## config.mk

```make
export PLATFORM = sky130hd
export DESIGN_NAME = string_to_int64_parser_top
export DESIGN_NICKNAME = d
export VERILOG_FILES = /design/src/rtl/s2i_pkg.sv /design/src/rtl/s2i_char_dec.sv /design/src/rtl/s2i_core.sv /design/src/rtl/string_to_int64_parser_top.sv
export SDC_FILE = /design/constraint.sdc
export NUM_CORES = 1
export LEC_CHECK = 0
export BUFFER_PORTS_ARGS = -buffer_cell sky130_fd_sc_hd__buf_2
export CORE_MARGIN = 1.5
export CORE_UTILIZATION = 30
export CTS_CLUSTER_SIZE = 28
export DETAILED_ROUTE_END_ITERATION = 10
export PLACE_DENSITY = 0.56
export SLEW_MARGIN = 25
export SYNTH_ARGS = -nofsm -noshare
export SYNTH_HDL_FRONTEND = slang
export SYNTH_SLANG_ARGS = --single-unit
```

## constraint.sdc

```tcl
create_clock -name i_clk -period 19.7 [get_ports i_clk]
set_input_delay 0.985 -clock i_clk [delete_from_list [all_inputs] [get_ports i_clk]]
set_output_delay 0.985 -clock i_clk [all_outputs]
set_load 0.01 [all_outputs]
```

## src/rtl/s2i_pkg.sv

```systemverilog
`default_nettype none

package s2i_pkg;

    localparam int VALUE_W = 64;
    localparam int BASE_W  = 7;
    localparam int DIGIT_W = 8;
    localparam int CFG_W   = 6;
    localparam int CHAR_W  = 8;

    localparam logic [CHAR_W-1:0] CH_BLANK_MAX = 8'h20;
    localparam logic [CHAR_W-1:0] CH_MINUS     = 8'h2D;
    localparam logic [CHAR_W-1:0] CH_PLUS      = 8'h2B;
    localparam logic [CHAR_W-1:0] CH_STAR      = 8'h2A;
    localparam logic [CHAR_W-1:0] CH_ZERO      = 8'h30;
    localparam logic [CHAR_W-1:0] CH_NINE      = 8'h39;
    localparam logic [CHAR_W-1:0] CH_A_UPPER   = 8'h41;
    localparam logic [CHAR_W-1:0] CH_Z_UPPER   = 8'h5A;
    localparam logic [CHAR_W-1:0] CH_X_UPPER   = 8'h58;
    localparam logic [CHAR_W-1:0] CH_X_LOWER   = 8'h78;
    localparam logic [CHAR_W-1:0] CH_ASCII_MAX = 8'h7F;
    localparam logic [CHAR_W-1:0] CASE_SHIFT   = 8'd32;

    localparam logic [BASE_W-1:0] LETTER_GAP = 7'd7;
    localparam logic [BASE_W-1:0] BASE_OCT   = 7'd8;
    localparam logic [BASE_W-1:0] BASE_DEC   = 7'd10;
    localparam logic [BASE_W-1:0] BASE_HEX   = 7'd16;

    typedef struct packed {
        logic                 is_blank;
        logic                 is_minus;
        logic                 is_plus;
        logic                 is_zero;
        logic                 is_x_lower;
        logic                 is_base_mark;
        logic                 digit_ok;
        logic [DIGIT_W-1:0]   digit;
        logic [BASE_W-1:0]    base_char;
    } t_char_info;

endpackage

`default_nettype wire

```

## src/rtl/s2i_char_dec.sv

```systemverilog
`default_nettype none

module s2i_char_dec (
    input  wire logic [s2i_pkg::CHAR_W-1:0] i_char,
    output s2i_pkg::t_char_info             o_info
);
    import s2i_pkg::*;

    logic [CHAR_W-1:0] w_folded;
    logic [BASE_W-1:0] w_base_raw;

    always_comb begin
        o_info              = '0;
        o_info.is_blank     = (i_char <= CH_BLANK_MAX);
        o_info.is_minus     = (i_char == CH_MINUS);
        o_info.is_plus      = (i_char == CH_PLUS);
        o_info.is_zero      = (i_char == CH_ZERO);
        o_info.is_x_lower   = (i_char == CH_X_LOWER);
        o_info.is_base_mark = (i_char == CH_X_LOWER) || (i_char == CH_X_UPPER) ||
                              (i_char == CH_STAR);

        // digit value; bytes above 'Z' fold down by 32 before the letter test
        w_folded = (i_char > CH_Z_UPPER) ? (i_char - CASE_SHIFT) : i_char;
        if (i_char < CH_ZERO) begin
            o_info.digit_ok = 1'b0;
        end else if (i_char <= CH_NINE) begin
            o_info.digit_ok = 1'b1;
            o_info.digit    = i_char - CH_ZERO;
        end else if (w_folded < CH_A_UPPER) begin
            o_info.digit_ok = 1'b0;
        end else begin
            o_info.digit_ok = 1'b1;
            o_info.digit    = w_folded - CH_A_UPPER + DIGIT_W'(10);
        end

        // base taken from the character after an 'x', 'X' or '*' prefix
        w_base_raw = i_char[BASE_W-1:0] - CH_ZERO[BASE_W-1:0];
        if (i_char < CH_ZERO || i_char > CH_ASCII_MAX) begin
            o_info.base_char = BASE_DEC;
        end else begin
            o_info.base_char = (w_base_raw > 7'd9) ? (w_base_raw - LETTER_GAP) : w_base_raw;
            if (o_info.base_char == '0) begin
                o_info.base_char = BASE_DEC;
            end
        end
    end

endmodule

`default_nettype wire

```

## src/rtl/s2i_core.sv

```systemverilog
`default_nettype none

module s2i_core (
    input  wire logic                        i_clk,
    input  wire logic                        i_rst_n,
    input  wire logic [s2i_pkg::CFG_W-1:0]   i_fixed_base,
    input  wire logic                        i_valid,
    input  wire logic                        i_no_char,
    input  wire logic                        i_last_byte,
    input  s2i_pkg::t_char_info              i_info,
    output logic                             o_go,
    output logic                             o_out_valid,
    input  wire logic                        i_out_ready,
    output logic [s2i_pkg::VALUE_W-1:0]      o_value
);
    import s2i_pkg::*;

    typedef enum logic [2:0] {
        PH_SKIP,
        PH_PREFIX,
        PH_AFTER_ZERO,
        PH_BASE_CHAR,
        PH_DIGITS,
        PH_DONE
    } t_phase;

    t_phase             r_phase, n_phase;
    logic               r_neg, n_neg;
    logic [BASE_W-1:0]  r_base, n_base;
    logic [VALUE_W-1:0] r_acc, n_acc;
    logic               r_out_valid, n_out_valid;
    logic [VALUE_W-1:0] r_out_value, n_out_value;

    logic               w_take;
    logic [BASE_W-1:0]  w_take_base;
    logic               w_pick_base;
    logic [VALUE_W-1:0] w_prod;
    logic [VALUE_W-1:0] w_sdigit;

    assign o_go        = i_valid && (!r_out_valid || i_out_ready);
    assign o_out_valid = r_out_valid;
    assign o_value     = r_out_value;

    // sign is known before any digit, so negative numbers accumulate downward
    assign w_sdigit = r_neg ? (VALUE_W'(0) - {{(VALUE_W-DIGIT_W){1'b0}}, i_info.digit})
                            : {{(VALUE_W-DIGIT_W){1'b0}}, i_info.digit};

    always_comb begin
        n_phase     = r_phase;
        n_neg       = r_neg;
        n_base      = r_base;
        n_acc       = r_acc;
        n_out_valid = r_out_valid && !i_out_ready;
        n_out_value = r_out_value;
        w_take      = 1'b0;
        w_take_base = r_base;
        w_pick_base = 1'b0;
        w_prod      = '0;

        if (o_go && !i_no_char) begin
            unique case (r_phase)
                PH_SKIP: begin
                    if (i_info.is_blank) begin
                        n_phase = r_phase;
                    end else if (i_info.is_minus) begin
                        n_neg   = 1'b1;
                        n_phase = PH_PREFIX;
                    end else if (i_info.is_plus) begin
                        n_phase = PH_PREFIX;
                    end else begin
                        w_pick_base = 1'b1;
                    end
                end
                PH_PREFIX: begin
                    w_pick_base = 1'b1;
                end
                PH_AFTER_ZERO: begin
                    if (i_info.is_x_lower) begin
                        n_base  = BASE_HEX;
                        n_phase = PH_DIGITS;
                    end else begin
                        w_take = 1'b1;
                    end
                end
                PH_BASE_CHAR: begin
                    n_base  = i_info.base_char;
                    n_phase = PH_DIGITS;
                end
                PH_DIGITS: begin
                    w_take = 1'b1;
                end
                PH_DONE: begin
                    n_phase = r_phase;
                end
                default: begin
                    n_phase = PH_DONE;
                end
            endcase

            if (w_pick_base) begin
                if (i_fixed_base != '0) begin
                    n_base      = {{(BASE_W-CFG_W){1'b0}}, i_fixed_base};
                    w_take_base = n_base;
                    w_take      = 1'b1;
                end else if (i_info.is_zero) begin
                    n_base  = BASE_OCT;
                    n_phase = PH_AFTER_ZERO;
                end else if (i_info.is_base_mark) begin
                    n_phase = PH_BASE_CHAR;
                end else begin
                    n_base      = BASE_DEC;
                    w_take_base = BASE_DEC;
                    w_take      = 1'b1;
                end
            end

            w_prod = r_acc * {{(VALUE_W-BASE_W){1'b0}}, w_take_base};

            if (w_take) begin
                if (i_info.digit_ok && (i_info.digit < {1'b0, w_take_base})) begin
                    n_acc   = w_prod + w_sdigit;
                    n_phase = PH_DIGITS;
                end else begin
                    n_phase = PH_DONE;
                end
            end
        end

        if (o_go && (i_last_byte || i_no_char)) begin
            n_out_valid = 1'b1;
            n_out_value = n_acc;
            n_phase     = PH_SKIP;
            n_neg       = 1'b0;
            n_base      = '0;
            n_acc       = '0;
        end
    end

    always_ff @(posedge i_clk) begin
        if (!i_rst_n) begin
            r_phase     <= PH_SKIP;
            r_neg       <= 1'b0;
            r_base      <= '0;
            r_acc       <= '0;
            r_out_valid <= 1'b0;
        end else begin
            r_phase     <= n_phase;
            r_neg       <= n_neg;
            r_base      <= n_base;
            r_acc       <= n_acc;
            r_out_valid <= n_out_valid;
        end
        r_out_value <= n_out_value;
    end

endmodule

`default_nettype wire

```

## src/rtl/string_to_int64_parser_top.sv

```systemverilog
// Streaming text-to-integer parser, one character per transaction.
// The accepting edge loads the input register; the parse stage then loads the result register
// from it, once any held result has been taken by i_out_ready.
// Throughput: one character per cycle while no result waits on i_out_ready; the
// accumulator update (64x7 multiply-add) is combinational, which sets the rate.
// Reset (synchronous, active low) clears the parser state, valids and fixed_base.
`default_nettype none

module string_to_int64_parser_top (
    input  wire logic                        i_clk,
    input  wire logic                        i_rst_n,
    input  wire logic                        i_cfg_we,
    input  wire logic [s2i_pkg::CFG_W-1:0]   i_cfg_wdata,
    input  wire logic                        i_in_valid,
    output logic                             o_in_ready,
    input  wire logic [s2i_pkg::CHAR_W-1:0]  i_text_byte,
    input  wire logic                        i_no_char,
    input  wire logic                        i_last_byte,
    output logic                             o_out_valid,
    input  wire logic                        i_out_ready,
    output logic signed [s2i_pkg::VALUE_W-1:0] o_value
);
    import s2i_pkg::*;

    logic [CFG_W-1:0]   r_fixed_base;
    logic               r_in_valid;
    logic [CHAR_W-1:0]  r_text_byte;
    logic               r_no_char;
    logic               r_last_byte;
    logic               w_go;
    logic [VALUE_W-1:0] w_value;
    t_char_info         w_info;

    assign o_in_ready = !r_in_valid || w_go;
    assign o_value    = signed'(w_value);

    always_ff @(posedge i_clk) begin
        if (!i_rst_n) begin
            r_fixed_base <= '0;
            r_in_valid   <= 1'b0;
        end else begin
            if (i_cfg_we) begin
                r_fixed_base <= i_cfg_wdata;
            end
            if (o_in_ready) begin
                r_in_valid <= i_in_valid;
            end
        end
        if (o_in_ready && i_in_valid) begin
            r_text_byte <= i_text_byte;
            r_no_char   <= i_no_char;
            r_last_byte <= i_last_byte;
        end
    end

    s2i_char_dec u_char_dec (
        .i_char (r_text_byte),
        .o_info (w_info)
    );

    s2i_core u_core (
        .i_clk        (i_clk),
        .i_rst_n      (i_rst_n),
        .i_fixed_base (r_fixed_base),
        .i_valid      (r_in_valid),
        .i_no_char    (r_no_char),
        .i_last_byte  (r_last_byte),
        .i_info       (w_info),
        .o_go         (w_go),
        .o_out_valid  (o_out_valid),
        .i_out_ready  (i_out_ready),
        .o_value      (w_value)
    );

endmodule

`default_nettype wire
```

==> results of run 1 <==
-- kinds of logic after synthesis --
kind of cell             count (synthesis)
AND/OR/NAND/NOR                        859
multiplexers                            17
AO/OA/AOI/OAI                          408
flip-flops                             157
adder cells (fa/ha/maj)                445
XOR/XNOR                                72
buffers and inverters                  428
-- metal layers --
metal  vias up  part of all wire, %  track usage (%)
met5         -                    0                0
met4         0                  1.3            4.058
met3        46                  4.7            2.565
met2       409                   47            27.02
met1      8269                   47            23.06
li1       7701                    -                -
-- synthesized netlist by cell type, types with 7 or more instances --
| master | count |
|---|---|
| a21oi_1 | 119 |
| o31ai_1 | 16 |
| nor3_1 | 21 |
| o21bai_1 | 15 |
| nand4_1 | 14 |
| a21o_1 | 43 |
| nor2b_1 | 80 |
| nand3b_1 | 7 |
| xor2_1 | 26 |
| dfxtp_1 | 83 |
| nand2b_1 | 15 |
| nand3_1 | 22 |
| fa_1 | 354 |
| nand2_1 | 392 |
| and2_1 | 184 |
| mux2i_1 | 11 |
| clkbuf_1 | 86 |
| o21a_1 | 13 |
| ha_1 | 91 |
| nor2_1 | 63 |
| xnor2_1 | 43 |
| and3_1 | 11 |
| o211ai_1 | 11 |
| edfxtp_1 | 74 |
| inv_1 | 316 |
| or3_1 | 11 |
| buf_2 | 10 |
| a211oi_1 | 16 |
| a31oi_1 | 15 |
| o21ai_0 | 92 |
-- state kept, by name (all words and copies together), names as in the netlist --
register	flops
r_no_char	1
r_in_valid	1
r_text_byte	8
r_fixed_base	6
u_core.o_out_valid	1
u_core.r_base	7
u_core.r_acc	64
u_core.r_phase	3
u_core.o_value	64
r_last_byte	1
u_core.r_neg	1
-- worst min-delay path: stages, from the launching register on --
cell and delay, ns:
dfxtp_1 0.33, nand2_1 0.06, a21oi_1 0.05
-- worst max-delay path by stage --
stage	endpoint	slack, ns	cells past startpoint
detailed placement	u_core.o_value[61]$_DFFE_PP_	10.43	31
global route	u_core.o_value[61]$_DFFE_PP_	9.72	31
global placement	u_core.o_value[61]$_DFFE_PP_	10.50	31
finish	u_core.o_value[61]$_DFFE_PP_	10.37	31
CTS	u_core.o_value[61]$_DFFE_PP_	10.38	31
floorplan	u_core.o_value[61]$_DFFE_PP_	7.79	33
-- power by group through the flow --
stage	registers, uW	logic, uW	clock network [uW]
floorplan	361	82.1	0
global placement	364	122	0
detailed placement	364	122	0
CTS	357	123	347
global route	358	137	354
finish	357	122	333
-- through the flow --
step | std cells | worst slack [ns] | hold WS [ns] | util (%)
final | 3358 | 10.37 | 0.4898 | 32.89
after global routing | 3358 | 9.720 | 0.5260 | 32.89
after CTS | 3357 | 10.38 | 0.4924 | 32.85
after detailed placement | 3325 | 10.43 | 0.4828 | 32.06
after global placement | 3325 | 10.50 | 0.4736 | 32.06
after floorplan | 2386 | 7.794 | 0.4452 | -
-- final cells by class --
type	instances	area share, %
timing repair buffer	101	2.403
tap	950	5.073
clock inverter	14	0.5180
clock buffer	18	1.875
sequential	157	16.58
inverter	317	5.084
multi-input combinational	1801	68.47
==> flow_summary_export.csv, run 1 <==
group,metric,value,unit
outcome,status,"finished clean",
final_layout,fin_area,0.02343,sq mm
floorplanning,coreArea,0.07124,sq mm
route,ant_nets,0,
synth,synth_fp_nets,2852,
setup_path,cp_max_fo,45,
route,drt-total-wl,58130,microns
setup_path,critical_path.most_common_cell,"inv_1",
sta,fin_crit_sh,47.38,%
grt,grt_pass1_vias,17110,
final_layout,syn_to_final_growth,8.816,%
placement,placed_area,0.02284,sq mm
cts,cts_tree,"yes",
synth,ys_ff_latch,157,
power_and_ir_drop,fin_total_pwr,811.8,uW
power_and_ir_drop,p_int,551.6,uW
placement,place_congestion,0.8986,
setup_path,crit_family,"compound AO/OA/AOI/OAI gates",
cts,clk_pin_slew,0.07,ns
power_and_ir_drop,p_sw_share,32.05,%
route,drt_iter0_markers,997,
final_layout,diodes,0,
synth,yosysTopAreaCell,"fa_1",
setup_path,critPathLaunchType,"register",
route,dr.pass1.iters,5,
cts,hold_buffers,0,
cts,cts-root-buf,"clkbuf_16",
synth,synth.avg_cell_area,9.024,sq um
floorplanning,fp.dieW,270.9,microns
synth,ys.flop_type,"dfxtp_1",
setup_path,crit_type,"reg2reg",
grt,grt_max_degree,64,
power_and_ir_drop,p_comb_share,15.1,%
sta,period_minus_slack,9.333,ns
placement,place_hpwl,44930,microns
floorplanning,io_pins,87,
setup_path,end_kind,"register",
sta,rsz0062_at_grt,"false",
floorplanning,start_util,30.22,%
final_layout,nets,2861,
power_and_ir_drop,ir_worst_vdd,0.00007362,V
grt,grt_overflow,0,
synth,seq_area_frac_synth,18.04,%
cts,cts_buffers,17,
setup_path,critPathSlowestCell,"buf_4",
setup_path,rr_endpoint,"u_core.o_value[61]$_DFFE_PP_",
synth,muxShareOfSynthArea,0.8252,%
power_and_ir_drop,share_seq_of_total_power,43.9,%
final_layout,drive_gt1_share,7.184,%
grt,grt_antenna_before_repair,0,
hold_path,hp-class,"reg2reg",
route,wl_per_cell,17.31,microns
synth,synth_area,0.02153,sq mm
hold_path,holdPathEnd,"u_core.r_base[1]$_SDFFE_PP0P_",
sta,fin_skew,0.01330,ns
synth,yosys_warnings,0,
synth,synth_compound_area_share,12.16,%
cts,postCtsSetupBuffers,0,
grt,grt_first_pass_wirelength,96420,microns
setup_path,slowest_delay,0.71,ns
final_layout,layout_common_cells,"nand2_1 (392), fa_1 (354), inv_1 (315)",
hold_path,hold_path_depth,2,
sta,report.final.hold_viol_count,0,
cts,cts_sinks,157,
setup_path,worst_ep_arrival_time,9.58,ns
synth,synth-edff-count,74,
power_and_ir_drop,power_leakage,0.008893,uW
setup_path,worstReg2RegStart,"r_text_byte[5]$_DFFE_PP_",
grt,grt_usage,16.62,%
synth,synth_cells,2386,
power_and_ir_drop,powerDensity,34.65,mW/mm^2
power_and_ir_drop,clkPwrFrac,41.0,%
sta,max_slew.worst_pin.slew,0.8921,ns
setup_path,reg2reg_depth,31,
sta,finalSetupTns,0,ns
synth,yosysUniqueCellTypes,87,
final_layout,multi_input_area,0.01604,sq mm
setup_path,reg2reg_slack,10.37,ns
sta,slew_violations,0,
setup_path,cp_num_buf_inv,7,
cts,clock_path_buffers,2,
final_layout,mostFrequentLayoutCell,"nand2_1",
synth,ys_async_sr_fraction,0,%
synth,yosys-top-cells-area,"fa_1 (33%), edfxtp_1 (10%), dfxtp_1 (7.7%)",
placement,io_buffers,86,
synth,synth_top_family_by_area,"adder cells",
setup_path,critPathLaunch,"r_text_byte[5]$_DFFE_PP_",
synth,synth_top_area_share,32.91,%
floorplanning,die_area,0.07338,sq mm
sta,fmax,107.1,MHz
route,drc,0,
cts,insertion_delay,0.51,ns
route,via_per_inst,4.891,
power_and_ir_drop,p_switching,260.2,uW
synth,synthSimpleGateAreaFrac,19.88,%
cts,postCtsResizedCells,0,
final_layout,fill_cells,7430,
sta,relSlewSlack,40.52,%
hold_path,hold_start,"u_core.r_base[1]$_SDFFE_PP0P_",
route,vias,16430,
floorplanning,die_y,270.9,microns
floorplanning,rows,98,
synth,synthXorXnorAreaFrac,3.126,%
final_layout,final-seq-area,0.003884,sq mm
flow_run,cap_violations,0,
sta,setup-violations-final,0,
setup_path,worstPathRequired,19.95,ns
cts,htree_num_levels,4,
synth,synth_fa_ha_area_share,38.20,%
No activity file was read; power rests on OpenSTA's default activity.
==> run 2: changes to the inputs <==
Clock period 19.7 ns to 8.8 ns, I/O delays scaled along.
==> run 2 against run 1 <==
  * Register-to-register slack got worse by 9.9 ns
  * Die area unchanged
  * Clock skew increased by 0.010 ns
  * Total power increased by 130%
==> flow_summary_export.csv, run 2 (same netlist as run 1, synthesis figures left out) <==
group,metric,value,unit
power_and_ir_drop,clkPwrFrac,42.6,%
cts,insertion_delay,0.50,ns
power_and_ir_drop,fin_total_pwr,1903,uW
floorplanning,rows,98,
cts,htree_num_levels,4,
final_layout,mostFrequentLayoutCell,"nand2_1",
setup_path,cp_max_fo,28,
grt,grt_usage,16.95,%
setup_path,reg2reg_depth,25,
final_layout,syn_to_final_growth,10.88,%
cts,cts-root-buf,"clkbuf_16",
cts,cts_sinks,157,
cts,clk_pin_slew,0.07,ns
cts,cts_tree,"yes",
final_layout,final-seq-area,0.003884,sq mm
floorplanning,fp.dieW,270.9,microns
power_and_ir_drop,powerDensity,79.71,mW/mm^2
sta,slew_violations,0,
placement,place_congestion,0.9046,
grt,grt_pass1_vias,17300,
power_and_ir_drop,ir_worst_vdd,0.0001598,V
setup_path,critPathSlowestCell,"edfxtp_1",
sta,max_slew.worst_pin.slew,0.8683,ns
sta,fmax,119.7,MHz
setup_path,worstPathRequired,9.04,ns
flow_run,cap_violations,0,
route,drt_iter0_markers,974,
sta,report.final.hold_viol_count,0,
final_layout,multi_input_area,0.01615,sq mm
final_layout,layout_common_cells,"nand2_1 (391), fa_1 (354), inv_1 (310)",
setup_path,slowest_delay,0.60,ns
setup_path,crit_family,"adder cells",
final_layout,final_util,33.51,%
grt,grt_max_degree,55,
route,ant_nets,0,
floorplanning,start_util,30.22,%
final_layout,drive_gt1_share,9.381,%
setup_path,critical_path.most_common_cell,"fa_1",
outcome,status,"finished clean",
cts,clock_path_buffers,2,
setup_path,critPathLaunchType,"register",
grt,grt_first_pass_wirelength,98030,microns
hold_path,hp-class,"in2reg",
sta,rsz0062_at_grt,"false",
route,wl_per_cell,17.52,microns
floorplanning,io_pins,87,
cts,cts_buffers,17,
setup_path,reg2reg_slack,0.45,ns
grt,grt_antenna_before_repair,0,
grt,grt_overflow,0,
final_layout,diodes,0,
power_and_ir_drop,power_leakage,0.009084,uW
setup_path,crit_type,"reg2reg",
power_and_ir_drop,p_comb_share,15.6,%
hold_path,hold_start,"i_no_char",
floorplanning,die_y,270.9,microns
power_and_ir_drop,p_sw_share,30.28,%
power_and_ir_drop,p_int,1327,uW
route,dr.pass1.iters,6,
hold_path,hold_path_depth,1,
cts,hold_buffers,0,
route,drc,0,
placement,io_buffers,86,
sta,fin_crit_sh,94.91,%
floorplanning,coreArea,0.07124,sq mm
final_layout,fill_cells,7346,
hold_path,holdPathEnd,"r_no_char$_DFFE_PP_",
setup_path,rr_endpoint,"u_core.o_value[61]$_DFFE_PP_",
sta,fin_skew,0.02371,ns
sta,period_minus_slack,8.352,ns
setup_path,worst_ep_arrival_time,8.60,ns
route,via_per_inst,4.866,
final_layout,nets,2894,
route,vias,16500,
sta,relSlewSlack,41.50,%
route,drt-total-wl,59410,microns
placement,place_hpwl,46550,microns
setup_path,end_kind,"register",
floorplanning,die_area,0.07338,sq mm
power_and_ir_drop,p_switching,576.3,uW
setup_path,worstReg2RegStart,"r_text_byte[1]$_DFFE_PP_",
setup_path,cp_num_buf_inv,3,
power_and_ir_drop,share_seq_of_total_power,41.8,%
sta,setup-violations-final,0,
-- run 2: cell count changes in the layout (fill, tap and decap cells not counted), sizes merged --
cell / change
clkbuf: +4
buf: +33
clkinvlp: +3
clkinv: -4
bufinv: +1
inv: -4
-- run 2: area by class of cell --
type / count / area share, %
Multi-Input combinational cell: 1801 / 67.64
Clock inverter: 10 / 0.4664
Inverter: 317 / 5.026
Clock buffer: 22 / 2.170
Tap cell: 950 / 4.979
Timing Repair Buffer: 134 / 3.448
Sequential cell: 157 / 16.27
-- run 2: worst max-delay path by stage --
| stage | slack [ns] | depth (start not counted) | to | from |
|---|---|---|---|---|
| 3_3_place_gp | 0.40 | 26 | u_core.o_value[61]$_DFFE_PP_ | r_text_byte[5]$_DFFE_PP_ |
| 5_1_grt | 0.05 | 25 | u_core.o_value[61]$_DFFE_PP_ | r_text_byte[1]$_DFFE_PP_ |
| 2_1_floorplan | -0.79 | 31 | u_core.o_value[61]$_DFFE_PP_ | r_text_byte[5]$_DFFE_PP_ |
| 6_report | 0.45 | 25 | u_core.o_value[61]$_DFFE_PP_ | r_text_byte[1]$_DFFE_PP_ |
| 4_1_cts | 0.28 | 26 | u_core.o_value[61]$_DFFE_PP_ | r_text_byte[5]$_DFFE_PP_ |
| 3_5_place_dp | 0.31 | 26 | u_core.o_value[61]$_DFFE_PP_ | r_text_byte[5]$_DFFE_PP_ |
-- run 2: through the flow --
step	TNS [ns]	area, sq um	setup WS [ns]	hold slack (ns)	instances
5_1_grt	0	23870	0.04504	0.08477	3391
3_3_place_gp	0	23130	0.3954	0.4692	3345
2_1_floorplan	-8.686	21710	-0.7904	0.4452	2386
6_report	0	23870	0.4477	0.1144	3391
3_5_place_dp	0	23130	0.3063	0.4701	3345
4_1_cts	0	23760	0.2817	0.06869	3377
-- run 2: power by group through the flow --
stage / logic [uW] / clock network [uW] / registers [uW]
3_3_place_gp: 287 / 0 / 813
3_5_place_dp: 289 / 0 / 812
5_1_grt: 330 / 864 / 796
6_report: 297 / 811 / 795
4_1_cts: 291 / 843 / 796
2_1_floorplan: 189 / 0 / 807
-- run 2: what timing repair did --
item | in CTS | in global routing
setup endpoints to repair | 0 | 12
buffers inserted | 0 | 14
gates resized for setup | 0 | 4
-- run 2: metal layers --
layer	GRT usage (%)	vias up	share of wire, %
met5	0	-	0
met4	4.014	0	1.6
met3	2.530	68	4.2
met2	27.43	405	47
met1	23.72	8251	48
li1	-	7775	-
